`src/rtl/pipe_name_matcher_core_macros.svh`:
```
// Assertion macros for the pipe name matcher.
`ifndef PIPE_NAME_MATCHER_CORE_MACROS_SVH
`define PIPE_NAME_MATCHER_CORE_MACROS_SVH
`ifndef ASSERT_OFF
// when a holds, b holds in the same cycle
`define PNM_ASSERT_NOW(label, clk, rst_n, a, b) \
    label: assert property (@(posedge clk) disable iff (!rst_n) (a) |-> (b)) \
        else $error("pipe name matcher check failed");
// when a holds, b holds in the next cycle
`define PNM_ASSERT_NEXT(label, clk, rst_n, a, b) \
    label: assert property (@(posedge clk) disable iff (!rst_n) (a) |=> (b)) \
        else $error("pipe name matcher check failed");
`else
`define PNM_ASSERT_NOW(label, clk, rst_n, a, b)
`define PNM_ASSERT_NEXT(label, clk, rst_n, a, b)
`endif
`endif

```
`src/rtl/pnm_pkg.sv`:
```
package pnm_pkg;

    localparam int NUM_ENTRIES = 35;
    localparam logic [5:0] ST_FAIL = 6'd35;
    localparam logic [5:0] ST_DONE = 6'd36;

    // match table: expected character, next entry on match, entry on mismatch
    localparam logic [7:0] TBL_CHAR [NUM_ENTRIES] = '{
        8'h5C, 8'h50, 8'h49, 8'h50, 8'h45, 8'h5C, 8'h00, 8'h00,   // \PIPE\ nul nul
        8'h57, 8'h4B, 8'h53, 8'h53, 8'h56, 8'h43,                 // WKSSVC
        8'h49, 8'h4E, 8'h52, 8'h45, 8'h47,                        // INREG
        8'h53, 8'h52, 8'h56, 8'h53, 8'h56, 8'h43,                 // SRVSVC
        8'h41, 8'h4D, 8'h52,                                      // AMR
        8'h4C, 8'h53, 8'h41, 8'h52, 8'h50, 8'h43,                 // LSARPC
        8'h00
    };
    localparam logic [5:0] TBL_NEXT [NUM_ENTRIES] = '{
        6'd1, 6'd2, 6'd3, 6'd4, 6'd5, 6'd6, ST_DONE, ST_DONE,
        6'd9, 6'd10, 6'd11, 6'd12, 6'd13, 6'd34,
        6'd15, 6'd16, 6'd17, 6'd18, 6'd34,
        6'd20, 6'd21, 6'd22, 6'd23, 6'd24, 6'd34,
        6'd26, 6'd27, 6'd34,
        6'd29, 6'd30, 6'd31, 6'd32, 6'd33, 6'd34,
        ST_DONE
    };
    localparam logic [5:0] TBL_FAIL [NUM_ENTRIES] = '{
        ST_FAIL, ST_FAIL, ST_FAIL, ST_FAIL, ST_FAIL, 6'd7, 6'd8, ST_FAIL,
        6'd19, 6'd14, ST_FAIL, ST_FAIL, ST_FAIL, ST_FAIL,
        ST_FAIL, ST_FAIL, ST_FAIL, ST_FAIL, ST_FAIL,
        6'd28, 6'd25, ST_FAIL, ST_FAIL, ST_FAIL, ST_FAIL,
        ST_FAIL, ST_FAIL, ST_FAIL,
        ST_FAIL, ST_FAIL, ST_FAIL, ST_FAIL, ST_FAIL, ST_FAIL,
        ST_FAIL
    };

    typedef struct packed {
        logic capture;  // latch the request
        logic start;    // apply a new-name request
        logic step;     // pad / high byte handling
        logic walk;     // one table entry per cycle
        logic check;    // end-of-character checks
    } t_cmd;

    typedef struct packed {
        logic decided;
        logic emit;       // zero-length verdict pending
        logic pad;
        logic high;
        logic high_bad;   // high byte not zero
        logic wide;
        logic walk_oob;   // walk hit the fail state
        logic walk_hit;
        logic check_hit;  // check gives a verdict
        logic match_done;
    } t_status;

endpackage

```
`src/rtl/pnm_dpath.sv`:
```
module pnm_dpath (
    input  logic             i_clk,
    input  logic             i_rst_n,
    input  pnm_pkg::t_cmd    i_cmd,
    input  logic [39:0]      i_tdata,
    input  logic [1:0]       i_tuser,
    output pnm_pkg::t_status o_status,
    output logic             o_verdict
);
    import pnm_pkg::*;

    logic [7:0]  r_byte;
    logic        r_first;
    logic        r_uni;
    logic [15:0] r_plen;
    logic [15:0] r_bc;
    logic [5:0]  r_match, n_match;
    logic [15:0] r_left, n_left;
    logic        r_wide, n_wide;
    logic        r_pad, n_pad;
    logic        r_high, n_high;
    logic [5:0]  r_pend, n_pend;
    logic        r_decided, n_decided;
    logic        r_emit, n_emit;
    logic        r_verdict, n_verdict;

    logic [7:0]  upper;
    logic        idx_ok;
    logic [7:0]  ent_char;
    logic [5:0]  ent_next;
    logic [5:0]  ent_fail;
    logic        short_len;

    assign upper    = (r_byte >= 8'h61 && r_byte <= 8'h7A) ? r_byte - 8'd32 : r_byte;
    assign idx_ok   = r_match < ST_FAIL;
    assign ent_char = idx_ok ? TBL_CHAR[r_match] : 8'h00;
    assign ent_next = idx_ok ? TBL_NEXT[r_match] : ST_FAIL;
    assign ent_fail = idx_ok ? TBL_FAIL[r_match] : ST_FAIL;
    // fewer bytes left than one character needs
    assign short_len = (r_left[15:1] == 15'd0) && (r_wide || !r_left[0]);

    always_comb begin
        o_status.decided    = r_decided;
        o_status.emit       = r_emit;
        o_status.pad        = r_pad;
        o_status.high       = r_high;
        o_status.high_bad   = r_byte != 8'h00;
        o_status.wide       = r_wide;
        o_status.walk_oob   = !idx_ok;
        o_status.walk_hit   = idx_ok && (ent_char == upper);
        o_status.check_hit  = (r_match == ST_DONE) || (r_match >= ST_FAIL) || short_len;
        o_status.match_done = r_match == ST_DONE;
    end

    assign o_verdict = r_verdict;

    always_comb begin
        n_match   = r_match;
        n_left    = r_left;
        n_wide    = r_wide;
        n_pad     = r_pad;
        n_high    = r_high;
        n_pend    = r_pend;
        n_decided = r_decided;
        n_emit    = r_emit;
        n_verdict = r_verdict;
        if (i_cmd.capture) begin
            n_emit = 1'b0;
        end
        if (i_cmd.start && r_first) begin
            n_decided = 1'b0;
            n_match   = 6'd0;
            n_pend    = 6'd0;
            n_high    = 1'b0;
            n_wide    = r_uni;
            n_pad     = r_uni;
            if (r_plen == 16'd0 || r_bc == 16'd0) begin
                n_left    = 16'd0;
                n_decided = 1'b1;
                n_emit    = 1'b1;
                n_verdict = 1'b0;
            end else begin
                n_left = (r_bc < r_plen) ? r_bc : r_plen;
            end
        end
        if (i_cmd.step) begin
            if (r_pad) begin
                n_pad  = 1'b0;
                n_left = r_left - 16'd1;
            end else if (r_high) begin
                n_high = 1'b0;
                if (r_byte != 8'h00) begin
                    n_decided = 1'b1;
                    n_verdict = 1'b0;
                end else begin
                    n_match = r_pend;
                    n_left  = r_left - 16'd2;
                end
            end
        end
        if (i_cmd.walk) begin
            if (!idx_ok) begin
                n_match   = ST_FAIL;
                n_decided = 1'b1;
                n_verdict = 1'b0;
            end else if (ent_char == upper) begin
                if (r_wide) begin
                    n_pend = ent_next;
                    n_high = 1'b1;
                end else begin
                    n_match = ent_next;
                    n_left  = r_left - 16'd1;
                end
            end else begin
                n_match = ent_fail;
            end
        end
        if (i_cmd.check && o_status.check_hit) begin
            n_decided = 1'b1;
            n_verdict = r_match == ST_DONE;
        end
    end

    always_ff @(posedge i_clk) begin
        if (i_cmd.capture) begin
            r_byte  <= i_tdata[7:0];
            r_plen  <= i_tdata[23:8];
            r_bc    <= i_tdata[39:24];
            r_first <= i_tuser[0];
            r_uni   <= i_tuser[1];
        end
        r_verdict <= n_verdict;
    end

    always_ff @(posedge i_clk) begin
        if (!i_rst_n) begin
            r_match   <= 6'd0;
            r_left    <= 16'd0;
            r_wide    <= 1'b0;
            r_pad     <= 1'b0;
            r_high    <= 1'b0;
            r_pend    <= 6'd0;
            r_decided <= 1'b1;
            r_emit    <= 1'b0;
        end else begin
            r_match   <= n_match;
            r_left    <= n_left;
            r_wide    <= n_wide;
            r_pad     <= n_pad;
            r_high    <= n_high;
            r_pend    <= n_pend;
            r_decided <= n_decided;
            r_emit    <= n_emit;
        end
    end

endmodule

```
`src/rtl/pnm_ctrl.sv`:
```
module pnm_ctrl (
    input  logic             i_clk,
    input  logic             i_rst_n,
    input  logic             i_in_valid,
    output logic             o_in_ready,
    output logic             o_out_valid,
    input  logic             i_out_ready,
    input  pnm_pkg::t_status i_status,
    output pnm_pkg::t_cmd    o_cmd
);
    import pnm_pkg::*;

    localparam logic [2:0] S_IDLE  = 3'd0;
    localparam logic [2:0] S_START = 3'd1;
    localparam logic [2:0] S_STEP  = 3'd2;
    localparam logic [2:0] S_WALK  = 3'd3;
    localparam logic [2:0] S_CHECK = 3'd4;
    localparam logic [2:0] S_OUT   = 3'd5;

    logic [2:0] r_state, n_state;

    assign o_in_ready  = r_state == S_IDLE;
    assign o_out_valid = r_state == S_OUT;

    always_comb begin
        n_state = r_state;
        o_cmd   = '0;
        unique case (r_state)
            S_IDLE: begin
                if (i_in_valid) begin
                    o_cmd.capture = 1'b1;
                    n_state       = S_START;
                end
            end
            S_START: begin
                o_cmd.start = 1'b1;
                n_state     = S_STEP;
            end
            S_STEP: begin
                o_cmd.step = !i_status.decided;
                if (i_status.decided) begin
                    n_state = i_status.emit ? S_OUT : S_IDLE;
                end else if (i_status.pad) begin
                    n_state = S_CHECK;
                end else if (i_status.high) begin
                    n_state = i_status.high_bad ? S_OUT : S_CHECK;
                end else begin
                    n_state = S_WALK;
                end
            end
            S_WALK: begin
                o_cmd.walk = 1'b1;
                if (i_status.walk_oob) begin
                    n_state = S_OUT;
                end else if (i_status.walk_hit) begin
                    n_state = i_status.wide ? S_IDLE : S_CHECK;
                end
            end
            S_CHECK: begin
                o_cmd.check = 1'b1;
                n_state     = i_status.check_hit ? S_OUT : S_IDLE;
            end
            S_OUT: begin
                if (i_out_ready) begin
                    n_state = S_IDLE;
                end
            end
            default: begin
                n_state = S_IDLE;
            end
        endcase
    end

    always_ff @(posedge i_clk) begin
        if (!i_rst_n) begin
            r_state <= S_IDLE;
        end else begin
            r_state <= n_state;
        end
    end

endmodule

```
`src/rtl/pipe_name_matcher_core.sv`:
```
// Channel   Direction  Ports            Contents
// s_axis    in         tdata[39:0]      name byte, pdu length, byte count
//                      tuser[1:0]       first, unicode
// m_axis    out        tdata[7:0]       verdict (1 = pipe name accepted)
//
// Requests: one at a time; a new one is taken only once the last is through.
// Idle requests, pad bytes and high bytes need no table walk; a wide low byte
// or an ASCII character walks the fail links, one table entry per cycle, and
// a verdict, when one is due, is handed out on m_axis before the next request.
// Reset: synchronous, active low; the matcher is idle until a first request.
// Stalls: the input is not taken while a verdict waits on m_axis.
`include "pipe_name_matcher_core_macros.svh"

module pipe_name_matcher_core (
    input  logic        i_clk,
    input  logic        i_rst_n,
    input  logic        i_s_axis_tvalid,
    output logic        o_s_axis_tready,
    input  logic [39:0] i_s_axis_tdata,   // [7:0] name_byte, [23:8] pdu_len,
                                          // [39:24] byte_count
    input  logic [1:0]  i_s_axis_tuser,   // [0] first, [1] unicode
    output logic        o_m_axis_tvalid,
    input  logic        i_m_axis_tready,
    output logic [7:0]  o_m_axis_tdata    // [0] name_valid, [7:1] zero
);
    import pnm_pkg::*;

    t_cmd    cmd;
    t_status status;
    logic    verdict;

    // sequencer: accept, apply new-name request, step, walk, check, hand out
    pnm_ctrl u_ctrl (
        .i_clk       (i_clk),
        .i_rst_n     (i_rst_n),
        .i_in_valid  (i_s_axis_tvalid),
        .o_in_ready  (o_s_axis_tready),
        .o_out_valid (o_m_axis_tvalid),
        .i_out_ready (i_m_axis_tready),
        .i_status    (status),
        .o_cmd       (cmd)
    );

    // match state, length bookkeeping and the constant table
    pnm_dpath u_dpath (
        .i_clk    (i_clk),
        .i_rst_n  (i_rst_n),
        .i_cmd    (cmd),
        .i_tdata  (i_s_axis_tdata),
        .i_tuser  (i_s_axis_tuser),
        .o_status (status),
        .o_verdict(verdict)
    );

    assign o_m_axis_tdata = {7'd0, verdict};

    // a pending verdict blocks new requests
    `PNM_ASSERT_NOW(a_out_blocks_in, i_clk, i_rst_n, o_m_axis_tvalid, !o_s_axis_tready)
    // an accepted verdict of 1 only comes from the done entry
    `PNM_ASSERT_NOW(a_accept_done, i_clk, i_rst_n, o_m_axis_tvalid && verdict, status.match_done)
    // an accepted request keeps the block busy next cycle
    `PNM_ASSERT_NEXT(a_busy_after_req, i_clk, i_rst_n, i_s_axis_tvalid && o_s_axis_tready, !o_s_axis_tready)

endmodule

```
`config.mk`:
```
export PLATFORM = sky130hd
export DESIGN_NAME = pipe_name_matcher_core
export DESIGN_NICKNAME = d
export VERILOG_FILES = /design/src/rtl/pnm_pkg.sv /design/src/rtl/pnm_dpath.sv /design/src/rtl/pnm_ctrl.sv /design/src/rtl/pipe_name_matcher_core.sv
export VERILOG_INCLUDE_DIRS = /design/src /design/src/rtl
export SDC_FILE = /design/constraint.sdc
export NUM_CORES = 1
export LEC_CHECK = 0
export ABC_CLOCK_PERIOD_IN_PS = 3900
export BUFFER_PORTS_ARGS = -buffer_cell sky130_fd_sc_hd__buf_2
export CORE_MARGIN = 3
export CORE_UTILIZATION = 35
export CTS_BUF_LIST = sky130_fd_sc_hd__clkbuf_8 sky130_fd_sc_hd__clkbuf_16
export DETAILED_ROUTE_END_ITERATION = 10
export PLACE_DENSITY_LB_ADDON = 0.2
export SLEW_MARGIN = 40
export SYNTH_ARGS = -nofsm -noshare
export SYNTH_HDL_FRONTEND = slang
export SYNTH_SLANG_ARGS = --single-unit
```
`constraint.sdc`:
```
create_clock -name i_clk -period 3.9 [get_ports i_clk]
set_input_delay 0.78 -clock i_clk [delete_from_list [all_inputs] [get_ports i_clk]]
set_output_delay 0.78 -clock i_clk [all_outputs]
set_load 0.1 [all_outputs]
```
# ---- After elaboration in Yosys (flattened, before gate mapping)
# Memory sizes are Yosys's and may differ from the RTL's.
# Index checks and enable logic that the tools add are counted.
dict set report totals {
  regBits 79
  mem_bits_ro 1280
  in_bits 46
  output_inout_bits 10
  word_cells 139
  n_memories 3
}
# memory depth word_bits rd rd_clocked_by_memory_dff write_ports line
set memory_table {}
lappend memory_table {{(no name shown)} 64 8 1 0 0 pnm_dpath.sv:36} ;# assign ent_char = idx_ok ? TBL_CHAR[r_match] : 8'h00;
lappend memory_table {{(no name shown)} 64 6 1 0 0 pnm_dpath.sv:37} ;# assign ent_next = idx_ok ? TBL_NEXT[r_match] : ST_FAIL;
lappend memory_table {{(no name shown)} 64 6 1 0 0 pnm_dpath.sv:38} ;# assign ent_fail = idx_ok ? TBL_FAIL[r_match] : ST_FAIL;
dict set report classes {
  n_addsub 3
  n_lt_le_gt_ge 6
  n_eq_ne 10
  n_mux 82
  bitwise 2
  n_reduce_logical 18
}
# cell count
set ops {}
lappend ops {{16-bit 2-to-1 mux} 11}
lappend ops {{6-bit 2-to-1 mux} 18}
lappend ops {{1-bit 2-to-1 mux} 38}
lappend ops {{16-bit logical NOT} 2}
lappend ops {{8-bit 2-to-1 mux} 4}
lappend ops {{3-bit 2-to-1 mux} 10}
lappend ops {{3-bit case mux with 6 select lines} 1}
lappend ops {{16-bit less-than comparator} 1}
lappend ops {{16-bit by 1-bit subtractor with 16-bit output (second input constant)} 1}
lappend ops {{16-bit by 2-bit subtractor with 16-bit output (second input constant)} 1}
lappend ops {{15-bit logical NOT} 1}
lappend ops {{8-bit equality test} 1}
lappend ops {{8-bit by 7-bit >= comparator with 1-bit output (second input constant)} 1}
lappend ops {{8-bit by 7-bit <= comparator with 1-bit output (second input constant)} 1}
lappend ops {{8-bit nonzero test} 1}
lappend ops {{8-bit by 6-bit subtractor with 8-bit output (second input constant)} 1}
lappend ops {{7-bit >= comparator (second input constant)} 1}
lappend ops {{6-bit NOT with 7-bit output} 1}
lappend ops {{3-bit by 2-bit equality test with 1-bit output (second input constant)} 2}
lappend ops {{3-bit equality test (second input constant)} 2}
lappend ops {{6-bit equality test (second input constant)} 1}
lappend ops {{6-bit >= comparator (second input constant)} 1}
lappend ops {{6-bit less-than comparator (second input constant)} 1}
lappend ops {{1-bit logical AND} 5}
lappend ops {{10 further kinds} 14}

# ---- Logic depth before layout (Yosys ltp)
dict set report logic_depth {
  ltp_word 12
  mapped_depth 13
  ltp_nobuf 10
}

# ---- Hierarchy
# From an unflattened synthesis, not the netlist that was laid out.
dict set report hier_totals {
  hier_cells 669
  area_unflattened_um2 5798.1
}
# mod n_inst cells_per_inst area_each_um2 seq_area_each_um2
set modules_own_cells {}
lappend modules_own_cells {pnm_dpath 1 621 5387.7 1941.9}
lappend modules_own_cells {pnm_ctrl 1 39 346.6 60.1}
lappend modules_own_cells {pipe_name_matcher_core 1 9 63.8 0.0}

# ---- Worst setup path after synthesis
# Ideal clock, no wire load.
dict set report synth_path {
  kind {flip-flop to flip-flop}
  from {register u_dpath.r_match[1]}
  to {register u_dpath.r_left[8]}
  setup_ns 0.122
  arrival_ns 2.857
  t_required_ns 3.778
  path_slack_ns 0.921
  stages_incl_launch_ff 13
  path_buffers 2
  synth_period_minus_slack_ns 2.979
  cell_sequence {dfxtp_1 > clkbuf_1 > inv_1 > ha_1 > nor2b_1 > o21ai_0 > a311oi_1 > mux2i_1 > nand4b_4 > nor4_4 > buf_4 > o21ai_1 > o311a_1}
}
dict set report synth_via {
  elab_chain_cells 9
  elab_cells_between_ends 10
  classes_between {order compare: 1; eq/ne: 1; mux: 6; bitwise: 1; memory: 1}
}
# item line
set synth_lines {}
lappend synth_lines {{start, declared} pnm_dpath.sv:17} ;# logic [5:0] r_match, n_match;
lappend synth_lines {{start signal, assigned} pnm_dpath.sv:146} ;# r_match <= n_match;
lappend synth_lines {{6-bit NOT with 7-bit output (not written as such)} pnm_dpath.sv:36}
lappend synth_lines {{memory read 64 x 8 bit} --}
lappend synth_lines {{8-bit 2-to-1 mux (not written as such) (2 in a row)} pnm_dpath.sv:36}
lappend synth_lines {{8-bit 2-to-1 mux} pnm_dpath.sv:36}
lappend synth_lines {{8-bit equality test} pnm_dpath.sv:106} ;# end else if (ent_char == upper) begin
lappend synth_lines {{16-bit 2-to-1 mux} pnm_dpath.sv:106}
lappend synth_lines {{16-bit 2-to-1 mux (*)} pnm_dpath.sv:102} ;# if (!idx_ok) begin
lappend synth_lines {{16-bit 2-to-1 mux (*)} pnm_dpath.sv:101} ;# if (i_cmd.walk) begin
lappend synth_lines {{end signal, assigned} pnm_dpath.sv:147} ;# r_left <= n_left;
lappend synth_lines {{end, declared} pnm_dpath.sv:18} ;# logic [15:0] r_left, n_left;
# Mark *: on every way between the ends. The rest lies on a longest branch, timed or not. The select of a mux whose other input is x is not followed.
# A chain may end at the register's enable or synchronous reset.

# ---- Worst setup path in the final report
dict set report layout_path {
  from {register u_dpath.r_match[0]}
  to {register u_dpath.r_left[0]}
}
# Same word-level chain as after synthesis.

==> metrics.csv <==
metric;value;unit
period_share;87.42;%
synthArstFlopShare;0;%
postCtsSetupRepairBufs;0;
crit_required;4.13;ns
setup_viol;0;
skew;0.006930;ns
crit_type;reg -> reg;
syn_inst;619;
status;finished clean;
multi_input_area;3132;um^2
cap_violations;0;
track_usage;17.39;%
wl_per_cell;16.82;um
synth_top_area_share;23.10;%
netlist_area;5460;um^2
cts_resized;0;
worst_pin_slew;0.7897;ns
syn_to_final_growth;12.03;%
ios;56;
overflow;0;
cts.sinks;79;
power;0.003009;W
cts_max_level;3;
drtIter0Drc;331;
initial_core_util;35.79;%
worstHoldPathType;reg -> reg;
hold_viol_final;0;
core_region_area;15260;um^2
slew_viol_final;0;
end_kind;register;
final_cell_mix;nand2_1 (56), nor2_1 (53), buf_2 (48);
rsz0062_at_grt;no;
nFillCells;1512;
port_buffers;48;
worstSetupStartpointType;register;
max-slew-margin-rel;47.16;%
dpl.hpwl;10610;um
min_period;3.409;ns
layout.nets;722;
gp_congestion;0.8598;
antenna_left;0;
clock-root-buffer;clkbuf_16;
cts_tree;built;
arrival;3.64;ns
yosysTopAreaCell;edfxtp_1;
wl;14570;um
synth_seq_cells;79;
firstDrtPassIters;5;
p_leak;2.412;nW
dp_cells;850;
die_h;130.9;um
grt_pass1_wl;23160;um
drive_gt1_share;15.27;%
antenna_found_initial;0;
cts_hold_buf;0;
stdcell_count;866;
yosysSeqAreaShare;36.66;%
pwr_density_cell;491.9;nW/um^2
fmax;0.2933;GHz
path_clk_slew;0.06;ns
synth.area.top_cells;edfxtp_1 (23%), dfxtp_1 (14%), ha_1 (6.0%), mux2i_1 (5.1%), a21oi_1 (4.2%);
fp.dieW;130.9;um
whs_path_depth;2;
routed_via_density;5.473;
rows;45;
synth_cell_types;68;
clk_latency;0.34;ns
synth_edf_count;42;
hold_ws;0.4732;ns
vias;4740;
fin_util;40.09;%
synth_area_per_cell;8.821;um^2
clk_path_buf_depth;2;
worst_r2r_path_depth;11;
die_area;17130;um^2
regArea;2003;um^2
final_common_cell;nand2_1;
numCtsBuffers;9;
drcViolationCount;0;
vdd_drop_max;315.1;uV
yosys_warnings;0;
antenna_cells;0;
grt_max_degree;42;
setup-tns-final;0;ns
worstPathMaxFanout;31;
grt_pass1_vias;4464;
ys.flop_type;edfxtp_1;
-- cells in the mapped netlist, types with 3 or more instances --
library cell and instances:
edfxtp_1 42, or3_1 6, dfxtp_1 37, mux2i_1 28, nand4_1 5, buf_2 6
xor2_1 11, o31a_1 3, and2_1 6, nor2b_1 12, a21oi_1 46, o21a_1 7
and3_1 3, nand3_1 5, nor2_1 53, buf_6 3, a31oi_1 8, a22oi_1 6
o22ai_1 3, or4_1 5, nor4_1 17, ha_1 26, o211ai_1 3, a221oi_1 3
nand3b_1 3, inv_1 34, o21ai_0 32, a211oi_1 9, mux2_2 7, o221ai_1 6
buf_4 9, clkbuf_1 25, nor3_1 15, nand2_1 56, a211oi_2 3, o21bai_1 3
a21o_1 7, nand2b_1 17, xnor2_1 10, o31ai_1 3
-- state kept, by name, summed over array words and instances, names as in the netlist, 3 cells and up --
signal	flops
u_dpath.r_match	6
u_dpath.r_plen	16
u_dpath.r_pend	6
u_dpath.r_byte	8
u_ctrl.r_state	3
u_dpath.r_left	16
u_dpath.r_bc	16
-- worst max-delay path: stages (launching register included) --
cell and delay, ns:
dfxtp_1 0.53, inv_1 0.16, ha_1 0.44, nor2b_1 0.21
o21ai_0 0.12, a311oi_1 0.39, mux2i_1 0.32, nand4b_4 0.20
nor4_4 0.28, buf_4 0.34, o21ai_0 0.15, o311a_1 0.15
-- cells by family after synthesis --
logic type / Yosys count / share of synthesized area (%)
xor gates and xnor gates: 21 / 3.368
adders and majority gates: 26 / 5.958
muxes: 36 / 6.989
and+or+nand+nor: 215 / 20.62
buffers and inverters: 79 / 6.599
AOI/OAI and AO/OA: 162 / 19.73
other: 1 / 0.06868
DFF: 79 / 36.66
-- worst paths after layout --
| kind | slack [ns] | to | from |
|---|---|---|---|
| max | 0.49 | u_dpath.r_left[0] | u_dpath.r_match[0] |
| min | 0.47 | u_dpath.o_verdict | u_dpath.o_verdict |
| max reg2reg | 0.49 | u_dpath.r_left[0] | u_dpath.r_match[0] |
| min reg2reg | 0.47 | u_dpath.o_verdict | u_dpath.o_verdict |
-- per-stage QoR --
step           setup WS (ns)  area [um^2]
2_1_floorplan         0.9212         5483
3_3_place_gp          0.6630         5837
3_5_place_dp          0.5536         5842
4_1_cts               0.5149         6110
5_1_grt               0.2024         6117
6_report              0.4906         6117
-- final cells by class --
cell class	instances	area share, %
clock buffer	10	3.907
tap	211	4.316
timing repair buffer	59	5.277
inverter	34	2.086
sequential	79	32.75
clock inverter	6	0.4704
multi-input combinational	467	51.20
-- power breakdown --
| group | switching, W | leakage, nW | internal (W) |
|---|---|---|---|
| clock | 0.000331 | 0.145 | 0.000440 |
| combinational | 0.000658 | 1.57 | 0.000410 |
| sequential | 0.000145 | 0.697 | 0.00102 |
| total | 0.00113 | 2.41 | 0.00188 |
-- metal layers --
metal | routed length, um | GRT usage (%) | vias to the layer above
li1 | - | - | 2302
met1 | 6624 | 24.05 | 2235
met2 | 6534 | 26.33 | 171
met3 | 1025 | 4.187 | 32
met4 | 380 | 6.655 | 0
met5 | 0 | 0 | -
No activity file was read; power rests on OpenSTA's default activity.
